<file path="config.mk">
export PLATFORM = sky130hd
export DESIGN_NAME = bgr_front_flat
export DESIGN_NICKNAME = d
export VERILOG_FILES = /design/src/rtl/bgr_pkg.sv /design/src/rtl/bgr_in_if.sv /design/src/rtl/bgr_front.sv /design/src/flat_wrapper.sv
export SDC_FILE = /design/constraint.sdc
export NUM_CORES = 1
export LEC_CHECK = 0
export BUFFER_PORTS_ARGS = -buffer_cell sky130_fd_sc_hd__buf_4
export CAP_MARGIN = 5
export CORE_MARGIN = 2
export CORE_UTILIZATION = 45
export CTS_CLUSTER_DIAMETER = 30
export DETAILED_ROUTE_END_ITERATION = 6
export GPL_ROUTABILITY_DRIVEN = 1
export PLACE_DENSITY = 0.69
export SYNTH_ARGS = -nofsm -noshare
export SYNTH_HDL_FRONTEND = slang
export SYNTH_SLANG_ARGS = --single-unit
</file>
<file path="constraint.sdc">
create_clock -name clk -period 4.73 [get_ports clk]
set_input_delay 0 -clock clk [delete_from_list [all_inputs] [get_ports clk]]
set_output_delay 0 -clock clk [all_outputs]
set_load 0.01 [all_outputs]
</file>
<file path="src/rtl/bgr_pkg.sv">
// bgr_pkg: shared types, constants and helpers of the glyph row renderer
// no dependencies; imported by the front, back and top-level modules

package bgr_pkg;

  // defaults for the top-level parameters
  localparam int LINE_PITCH_DEF = 320;
  localparam int GLYPH_ROWS_DEF = 9;
  localparam int CHAR_COUNT_DEF = 256;

  // fixed field widths, sized for the largest legal parameter values
  localparam int WIDX_MAX_W  = 8;   // CHAR_COUNT up to 256
  localparam int GADDR_MAX_W = 13;  // CHAR_COUNT * GLYPH_ROWS up to 8192
  localparam int ROW_ADDR_W  = 18;
  localparam int CURSOR_W    = 16;

  typedef enum logic [1:0] {
    OP_LOAD_WIDTH,
    OP_LOAD_GLYPH,
    OP_DRAW
  } bgr_op_t;

  typedef enum logic {
    ST_IDLE,
    ST_ROW
  } bgr_state_t;

  // one classified item between front and back
  typedef struct packed {
    bgr_op_t                 op;
    logic [WIDX_MAX_W-1:0]   widx;
    logic [GADDR_MAX_W-1:0]  gaddr;
    logic [7:0]              data;
    logic                    known;
    logic                    first;
    logic [CURSOR_W-1:0]     start_x;
    logic [ROW_ADDR_W-1:0]   line_base;
    logic [7:0]              ink;
  } bgr_entry_t;

  // leftmost min(w,8) bits set
  function automatic logic [7:0] left_bits(input logic [7:0] w);
    logic [7:0] m;
    if (w >= 8'd8) begin
      m = 8'hFF;
    end else begin
      m = ~(8'hFF >> w[2:0]);
    end
    return m;
  endfunction

endpackage

</file>
<file path="src/rtl/bgr_in_if.sv">
// bgr_in_if: input channel of the glyph row renderer, load and draw items
// no dependencies

interface bgr_in_if;
  logic        valid;
  logic        ready;
  logic        action;
  logic [11:0] load_address;
  logic [7:0]  load_data;
  logic [7:0]  char_code;
  logic        first_of_string;
  logic [15:0] start_x;
  logic [7:0]  line_y;
  logic [7:0]  ink_color;

  modport source (
    output valid, action, load_address, load_data, char_code,
           first_of_string, start_x, line_y, ink_color,
    input  ready
  );
  modport sink (
    input  valid, action, load_address, load_data, char_code,
           first_of_string, start_x, line_y, ink_color,
    output ready
  );
endinterface

</file>
<file path="src/rtl/bgr_front.sv">
// bgr_front: accepts input items, classifies loads and draws, and queues
// them for the back end; uses bgr_pkg and bgr_in_if

module bgr_front
  import bgr_pkg::*;
#(
  parameter int LINE_PITCH = LINE_PITCH_DEF,
  parameter int GLYPH_ROWS = GLYPH_ROWS_DEF,
  parameter int CHAR_COUNT = CHAR_COUNT_DEF
) (
  input  logic        clk,
  input  logic        rst,
  bgr_in_if.sink      items,
  output logic        q_valid,
  input  logic        q_ready,
  output bgr_entry_t  q_entry
);

  localparam int GLYPH_BYTES = CHAR_COUNT * GLYPH_ROWS;

  bgr_entry_t  entry;
  logic        drop;
  logic [13:0] goff;
  logic        is_width;
  logic        is_glyph;

  bgr_entry_t  q_mem [2];
  logic        wr_ptr;
  logic        rd_ptr;
  logic [1:0]  count;
  logic        push;
  logic        pop;

  always_comb begin
    goff     = 14'(items.load_address) - 14'(CHAR_COUNT);
    is_width = 13'(items.load_address) < 13'(CHAR_COUNT);
    is_glyph = !is_width && (goff < 14'(GLYPH_BYTES));

    entry           = '0;
    entry.data      = items.load_data;
    entry.first     = items.first_of_string;
    entry.start_x   = items.start_x;
    entry.ink       = items.ink_color;
    entry.line_base = ROW_ADDR_W'(28'(items.line_y) * 28'(LINE_PITCH));
    drop            = 1'b0;

    if (!items.action) begin
      entry.op    = is_width ? OP_LOAD_WIDTH : OP_LOAD_GLYPH;
      entry.widx  = items.load_address[WIDX_MAX_W-1:0];
      entry.gaddr = goff[GADDR_MAX_W-1:0];
      drop        = !is_width && !is_glyph;
    end else begin
      entry.op    = OP_DRAW;
      entry.known = 9'(items.char_code) < 9'(CHAR_COUNT);
      // unknown codes read entry zero and are masked off in the back end
      if (entry.known) begin
        entry.widx  = items.char_code;
        entry.gaddr = GADDR_MAX_W'(16'(items.char_code) * 16'(GLYPH_ROWS));
      end
    end
  end

  assign items.ready = (count != 2'd2);
  assign push        = items.valid && items.ready && !drop;
  assign pop         = q_valid && q_ready;
  assign q_valid     = (count != 2'd0);
  assign q_entry     = q_mem[rd_ptr];

  always_ff @(posedge clk) begin
    if (push) begin
      q_mem[wr_ptr] <= entry;
    end
  end

  always_ff @(posedge clk) begin
    if (rst) begin
      wr_ptr <= 1'b0;
      rd_ptr <= 1'b0;
      count  <= 2'd0;
    end else begin
      if (push) begin
        wr_ptr <= !wr_ptr;
      end
      if (pop) begin
        rd_ptr <= !rd_ptr;
      end
      count <= count + 2'(push) - 2'(pop);
    end
  end

endmodule

</file>
<file path="src/flat_wrapper.sv">
// flat-port wrapper written by rule: the top's interface ports become plain ports
module bgr_front_flat import bgr_pkg::*;
#(
  parameter int LINE_PITCH = LINE_PITCH_DEF,
  parameter int GLYPH_ROWS = GLYPH_ROWS_DEF,
  parameter int CHAR_COUNT = CHAR_COUNT_DEF
)
  (clk, rst, q_valid, q_ready, q_entry, items_valid, items_action, items_load_address, items_load_data, items_char_code, items_first_of_string, items_start_x, items_line_y, items_ink_color, items_ready);
  bgr_in_if items_i ();
  input  logic clk;
  input  logic rst;
  output logic q_valid;
  input  logic q_ready;
  output bgr_entry_t q_entry;
  input wire logic [$bits(items_i.valid)-1:0] items_valid;
  input wire logic [$bits(items_i.action)-1:0] items_action;
  input wire logic [$bits(items_i.load_address)-1:0] items_load_address;
  input wire logic [$bits(items_i.load_data)-1:0] items_load_data;
  input wire logic [$bits(items_i.char_code)-1:0] items_char_code;
  input wire logic [$bits(items_i.first_of_string)-1:0] items_first_of_string;
  input wire logic [$bits(items_i.start_x)-1:0] items_start_x;
  input wire logic [$bits(items_i.line_y)-1:0] items_line_y;
  input wire logic [$bits(items_i.ink_color)-1:0] items_ink_color;
  output wire logic [$bits(items_i.ready)-1:0] items_ready;
  assign items_i.valid = items_valid;
  assign items_i.action = items_action;
  assign items_i.load_address = items_load_address;
  assign items_i.load_data = items_load_data;
  assign items_i.char_code = items_char_code;
  assign items_i.first_of_string = items_first_of_string;
  assign items_i.start_x = items_start_x;
  assign items_i.line_y = items_line_y;
  assign items_i.ink_color = items_ink_color;
  assign items_ready = items_i.ready;
  bgr_front #(.LINE_PITCH(LINE_PITCH), .GLYPH_ROWS(GLYPH_ROWS), .CHAR_COUNT(CHAR_COUNT)) u_core (.clk(clk), .rst(rst), .items(items_i), .q_valid(q_valid), .q_ready(q_ready), .q_entry(q_entry));
endmodule
</file>
# Yosys cells after proc, flatten, opt, wreduce, memory -nomap -nowiden
# Memories as Yosys holds them, arrays and structs flattened. A register that Yosys moved wholly into a read port is not among the register bits.
# Index checks and enable logic that the tools add are counted.
# classes
reduce_logical	11
n_lt_le_gt_ge	2
addsub	3
eq_ne	1
mul	2
mux	8
# op_table
op	n
$mux 23	1
$lt 14x12->1 const B	1
$sub 12x9->13 const B	1
$lt 12x9->1 const B	1
$mul 8x4->12 const B	1
$mul 8x3->11 const B	1
$mux 1	7
$logic_and 1x1->1	5
$logic_not 1->1	5
$add 2x1->2	1
$ne 2x2->1 const B	1
$reduce_bool 2->1	1
$sub 2x1->2	1
# word_totals
mem_count	1
mem_bits_rw	136
out_inout_bits	77
in_bits	66
reg_bits	4
# memory_table
name	words	width	rd	rd_clocked_by_memory_dff	wr	line	rtl
u_core.q_mem	2	68	1	1	1	bgr_front.sv:27	bgr_entry_t q_mem [2];

# Longest topological paths before layout
# depth
ltp_word	10
ltp_mapped	9
ltp_nobuf	9

# Worst setup path after synthesis
# Ideal clock, no wire load.
# synth_timing
kind	register -> register
from	reg u_core.count[0]
to	mem u_core.q_mem[0][0] (netlist name), enable pin
setup_slack_ns	0.545
required_ns	4.236
n_path_buf	0
stages_incl_launch_ff	5
arrival_ns	3.691
cell_sequence	dfxtp_1 > nand2b_1 > nand2_1 > o22ai_2 > nor2b_1
# synth_between
elab_chain_cells	5
# synth_rtl
element	line	rtl
start, declared	bgr_front.sv:30	logic [1:0] count;
start signal, assigned	bgr_front.sv:87	count <= count + 2'(push) - 2'(pop);
$ne 2x2->1	bgr_front.sv:63	assign items.ready = (count != 2'd2);
via items_ready	flat_wrapper.sv:24	output wire logic [$bits(items_i.ready)-1:0] items_ready;
$logic_and 1x1->1 (2 in a row)	bgr_front.sv:64	assign push = items.valid && items.ready && !drop;
$mux 1	bgr_front.sv:70	if (push) begin
$mux 1 (not written as such)	bgr_front.sv:71	q_mem[wr_ptr] <= entry;
end, declared	bgr_front.sv:27	
# The timed path passes the listed nets, and every way through them passes these cells.

# Worst setup path in the final report
# layout_timing
from	reg u_core.count[0]
to	mem u_core.q_mem[0][30] (netlist name), enable pin
# layout_between
elab_chain_cells	5
# layout_rtl
element	line
$ne 2x2->1	bgr_front.sv:63
$logic_and 1x1->1 (2 in a row)	bgr_front.sv:64
$mux 1	bgr_front.sv:70
$mux 1 (not written as such)	bgr_front.sv:71
# No other way between the ends.

==> flow_metrics.env <==
export IMPL_route_detailed_vias_per_inst=4.93
export IMPL_globalRouteOverflowTotal=0
export IMPL_timing_final_hold_violations=0
export IMPL_maxSlewHeadroom_pct=47.8
export IMPL_post_synth_inst_count=366
export IMPL_avgRoutedWirePerCell_um=16.1
export IMPL_drc_viols=0
export IMPL_fmaxAchievable_mhz=395
export IMPL_final_layout_size_suffix_gt1_share_pct=42.4
export IMPL_yosysSeqAreaShare_pct=67.0
export IMPL_fp_row_count=41
export IMPL_worstHoldStart="items_char_code[6]"
export IMPL_rrSetupSlack_ns=2.20
export IMPL_diodes=0
export IMPL_ys_flop_type="sky130_fd_sc_hd__edfxtp_1"
export IMPL_clock_tree_htree_level_count=4
export IMPL_place_gp_congestion=0.836
export IMPL_drv_slew=0
export IMPL_syn_to_final_growth_pct=39.3
export IMPL_min_path_cells=3
export IMPL_tritoncts="done"
export IMPL_dr_first_iter_drc_count=143
export IMPL_arrival_ns=2.57
export IMPL_post_dp_hpwl_mm=7.75
export IMPL_start_util_pct=46.4
export IMPL_filler_cell_count=946
export IMPL_num_nets_final=656
export IMPL_via_count=3682
export IMPL_maxCapViolations=0
export IMPL_syn_avg_cell_area_um2=16.1
export IMPL_path_max_fanout=38
export IMPL_synthesis_area_mm2=0.00588
export IMPL_r2r_end="u_core.q_mem[0][30]"
export IMPL_critPathCaptureType="flip-flop"
export IMPL_antenna_violating_nets_post_route=0
export IMPL_leakagePower_nw=3.24
export IMPL_yosysUniqueCellTypes=42
export IMPL_layout_worst_path_cycle_share_pct=53.5
export IMPL_setup_violations=0
export IMPL_die_area_mm2=0.0140
export IMPL_first_pass_iters=4
export IMPL_worst_r2r_path_depth=5
export IMPL_capture_endpoint_of_the_worst_hold_path="u_core.q_mem[1][64]"
export IMPL_critPathRequiredTime_ns=4.77
export IMPL_dpl_instance_area_mm2=0.00703
export IMPL_grt_setup_unrepaired="no"
export IMPL_synthesis_yosys_warnings=0
export IMPL_insertion_delay_ns=0.41
export IMPL_ys_ff_latch=133
export IMPL_tns_ns=0
export IMPL_io_pins=143
export IMPL_gr_usage_all_layers_pct=17.3
export IMPL_synth_async_reset_ratio_pct=0
export IMPL_core_area_mm2=0.0127
export IMPL_cts_root_cell="sky130_fd_sc_hd__clkbuf_16"
export IMPL_vdd_drop_max_mv=0.310
export IMPL_status="finished, final reports clean"
export IMPL_antenna_found_initial=0
export IMPL_postRouteWirelength_mm=12.0
export IMPL_skew_ns=0.00689
export IMPL_startpoint="u_core.count[0]"
export IMPL_hold_path_class="in -> reg"
export IMPL_timing_rr_start="u_core.count[0]"
export IMPL_synth_edff_count=128
export IMPL_grt_start_max_net_pins=39
export IMPL_clk_path_buf_depth=2
export IMPL_clkTransAtPathRegs_ns=0.06
export IMPL_port_buffer_count=135
export IMPL_p_per_area_mw_per_mm2=510
export IMPL_final_min_clock_period_ns=2.53
export IMPL_die_width_um=118
export IMPL_stdcell_area_mm2=0.00820
export IMPL_die_height_um=118
export IMPL_grt_first_pass_wirelength_mm=18.6
export IMPL_grt_pass1_vias=3822
export IMPL_tritoncts_num_buffers=17
export IMPL_slew_of_the_pin_with_the_lowest_slew_margin_ns=0.782
export IMPL_post_layout_nonfiller_instances=747
export IMPL_worstSetupPathType="reg -> reg"
export IMPL_resized_after_cts=0
export IMPL_placed_cells=660
export IMPL_numClockSinks=133
export IMPL_start_kind="flip-flop"
## worst max-delay path, stage by stage, from the launching register on
cell	delay [ns]
sky130_fd_sc_hd__dfxtp_1	0.34
sky130_fd_sc_hd__nand2b_1	0.18
sky130_fd_sc_hd__nand2_1	0.09
sky130_fd_sc_hd__o22ai_2	0.26
sky130_fd_sc_hd__nor2b_4	0.71
sky130_fd_sc_hd__buf_4	0.58
## kinds of logic (layout without fill, tap and decap cells)
| group | count (synthesis) | count (layout) | share of synthesized area, % |
|---|---|---|---|
| buffers and inverters | 36 | 239 | 3.19 |
| DFF | 133 | 133 | 67.0 |
| xor gates and xnor gates | 9 | 9 | 1.34 |
| and+or+nand+nor | 50 | 50 | 4.17 |
| other | 1 | 7 | 0.0637 |
| AOI/OAI and AO/OA | 40 | 40 | 4.72 |
| adders and majority gates | 28 | 28 | 6.21 |
| muxes | 69 | 69 | 13.3 |
## synthesized netlist by cell type (4+ instances only)
library cell / count / area share [%]
sky130_fd_sc_hd__a211oi_1: 4 / 0.51
sky130_fd_sc_hd__edfxtp_1: 128 / 65
sky130_fd_sc_hd__xor2_1: 5 / 0.74
sky130_fd_sc_hd__a21oi_1: 7 / 0.60
sky130_fd_sc_hd__nor2_1: 11 / 0.70
sky130_fd_sc_hd__xnor2_1: 4 / 0.60
sky130_fd_sc_hd__o21ai_0: 10 / 0.85
sky130_fd_sc_hd__mux2_2: 68 / 13
sky130_fd_sc_hd__buf_2: 9 / 0.77
sky130_fd_sc_hd__inv_1: 13 / 0.83
sky130_fd_sc_hd__nor2b_1: 4 / 0.43
sky130_fd_sc_hd__buf_4: 11 / 1.4
sky130_fd_sc_hd__nand2_1: 19 / 1.2
sky130_fd_sc_hd__nor3_1: 4 / 0.34
sky130_fd_sc_hd__dfxtp_1: 5 / 1.7
sky130_fd_sc_hd__ha_1: 26 / 5.5
## where the power goes
part           switching [W]  total, W  internal [W]
registers          0.0000813   0.00163       0.00155
clock network       0.000467   0.00134      0.000876
logic               0.000566   0.00121      0.000641
## cell type report
| cell class | count | area (um^2) | share of cell area, % |
|---|---|---|---|
| Clock buffer | 18 | 429 | 5.24 |
| Clock inverter | 14 | 185 | 2.26 |
| Inverter | 14 | 52.6 | 0.641 |
| Sequential cell | 133 | 3950 | 48.1 |
| Multi-Input combinational cell | 203 | 1780 | 21.8 |
| Timing Repair Buffer | 193 | 1590 | 19.4 |
| Tap cell | 172 | 215 | 2.63 |
## worst max-delay path by stage
stage / end / cells past startpoint
floorplan: u_core.q_mem[0][0] / 4
global placement: u_core.q_mem[0][43] / 8
detailed placement: u_core.q_mem[0][41] / 8
CTS: u_core.q_mem[0][38] / 5
global route: u_core.q_mem[0][25] / 5
finish: u_core.q_mem[0][30] / 5
## cell usage in the layout, fill, tap and decap left out, types with 3 or more instances in the layout
| cell | count |
|---|---|
| sky130_fd_sc_hd__buf_4 | 138 |
| sky130_fd_sc_hd__edfxtp_1 | 128 |
| sky130_fd_sc_hd__mux2_2 | 68 |
| sky130_fd_sc_hd__dlygate4sd3_1 | 55 |
| sky130_fd_sc_hd__ha_1 | 26 |
| sky130_fd_sc_hd__nand2_1 | 19 |
| sky130_fd_sc_hd__clkbuf_16 | 17 |
| sky130_fd_sc_hd__inv_1 | 13 |
| sky130_fd_sc_hd__nor2_1 | 11 |
| sky130_fd_sc_hd__o21ai_0 | 10 |
| sky130_fd_sc_hd__a21oi_1 | 7 |
| sky130_fd_sc_hd__conb_1 | 7 |
| sky130_fd_sc_hd__xor2_1 | 5 |
| sky130_fd_sc_hd__a211oi_1 | 4 |
| sky130_fd_sc_hd__nor3_1 | 4 |
| sky130_fd_sc_hd__xnor2_1 | 4 |
| sky130_fd_sc_hd__clkinvlp_4 | 4 |
| sky130_fd_sc_hd__bufinv_16 | 4 |
| sky130_fd_sc_hd__dfxtp_1 | 4 |
| sky130_fd_sc_hd__o21a_1 | 3 |
| sky130_fd_sc_hd__a21o_1 | 3 |
| sky130_fd_sc_hd__nor4_1 | 3 |
| sky130_fd_sc_hd__clkinv_1 | 3 |
| sky130_fd_sc_hd__nor2b_1 | 3 |
## metrics by stage
| stage | power (W) | hold WS [ns] | utilization (%) | setup slack, ns |
|---|---|---|---|---|
| after floorplan | 0.00232 | 0.0716 | - | 0.545 |
| after global placement | 0.00282 | 0.187 | 55.5 | 2.18 |
| after detailed placement | 0.00284 | 0.189 | 55.5 | 2.13 |
| after CTS | 0.00422 | 0.00247 | 64.7 | 2.16 |
| after global routing | 0.00437 | 0.0182 | 64.7 | 1.98 |
| final | 0.00418 | 0.00831 | 64.7 | 2.20 |
## flip-flops by register name (all words and copies together), names as in the netlist, named ones only
name,cells
u_core.wr_ptr,1
u_core.q_mem,128
u_core.count,2
u_core.rd_ptr,1
## repair_timing
| action | CTS | global route |
|---|---|---|
| hold buffers | 55 | 0 |
| hold endpoints to repair | 109 | 0 |
| endpoints found under the setup margin | 0 | 0 |
| setup buffers | 0 | 0 |
## per-layer routing
layer | track usage [%] | vias to the layer above | routed length, um
li1 | - | 1765 | -
met1 | 20.4 | 1804 | 5080
met2 | 30.0 | 101 | 6210
met3 | 5.26 | 12 | 563
met4 | 5.65 | 0 | 150
met5 | 0 | - | 0
(Power assumes the default switching activity.)
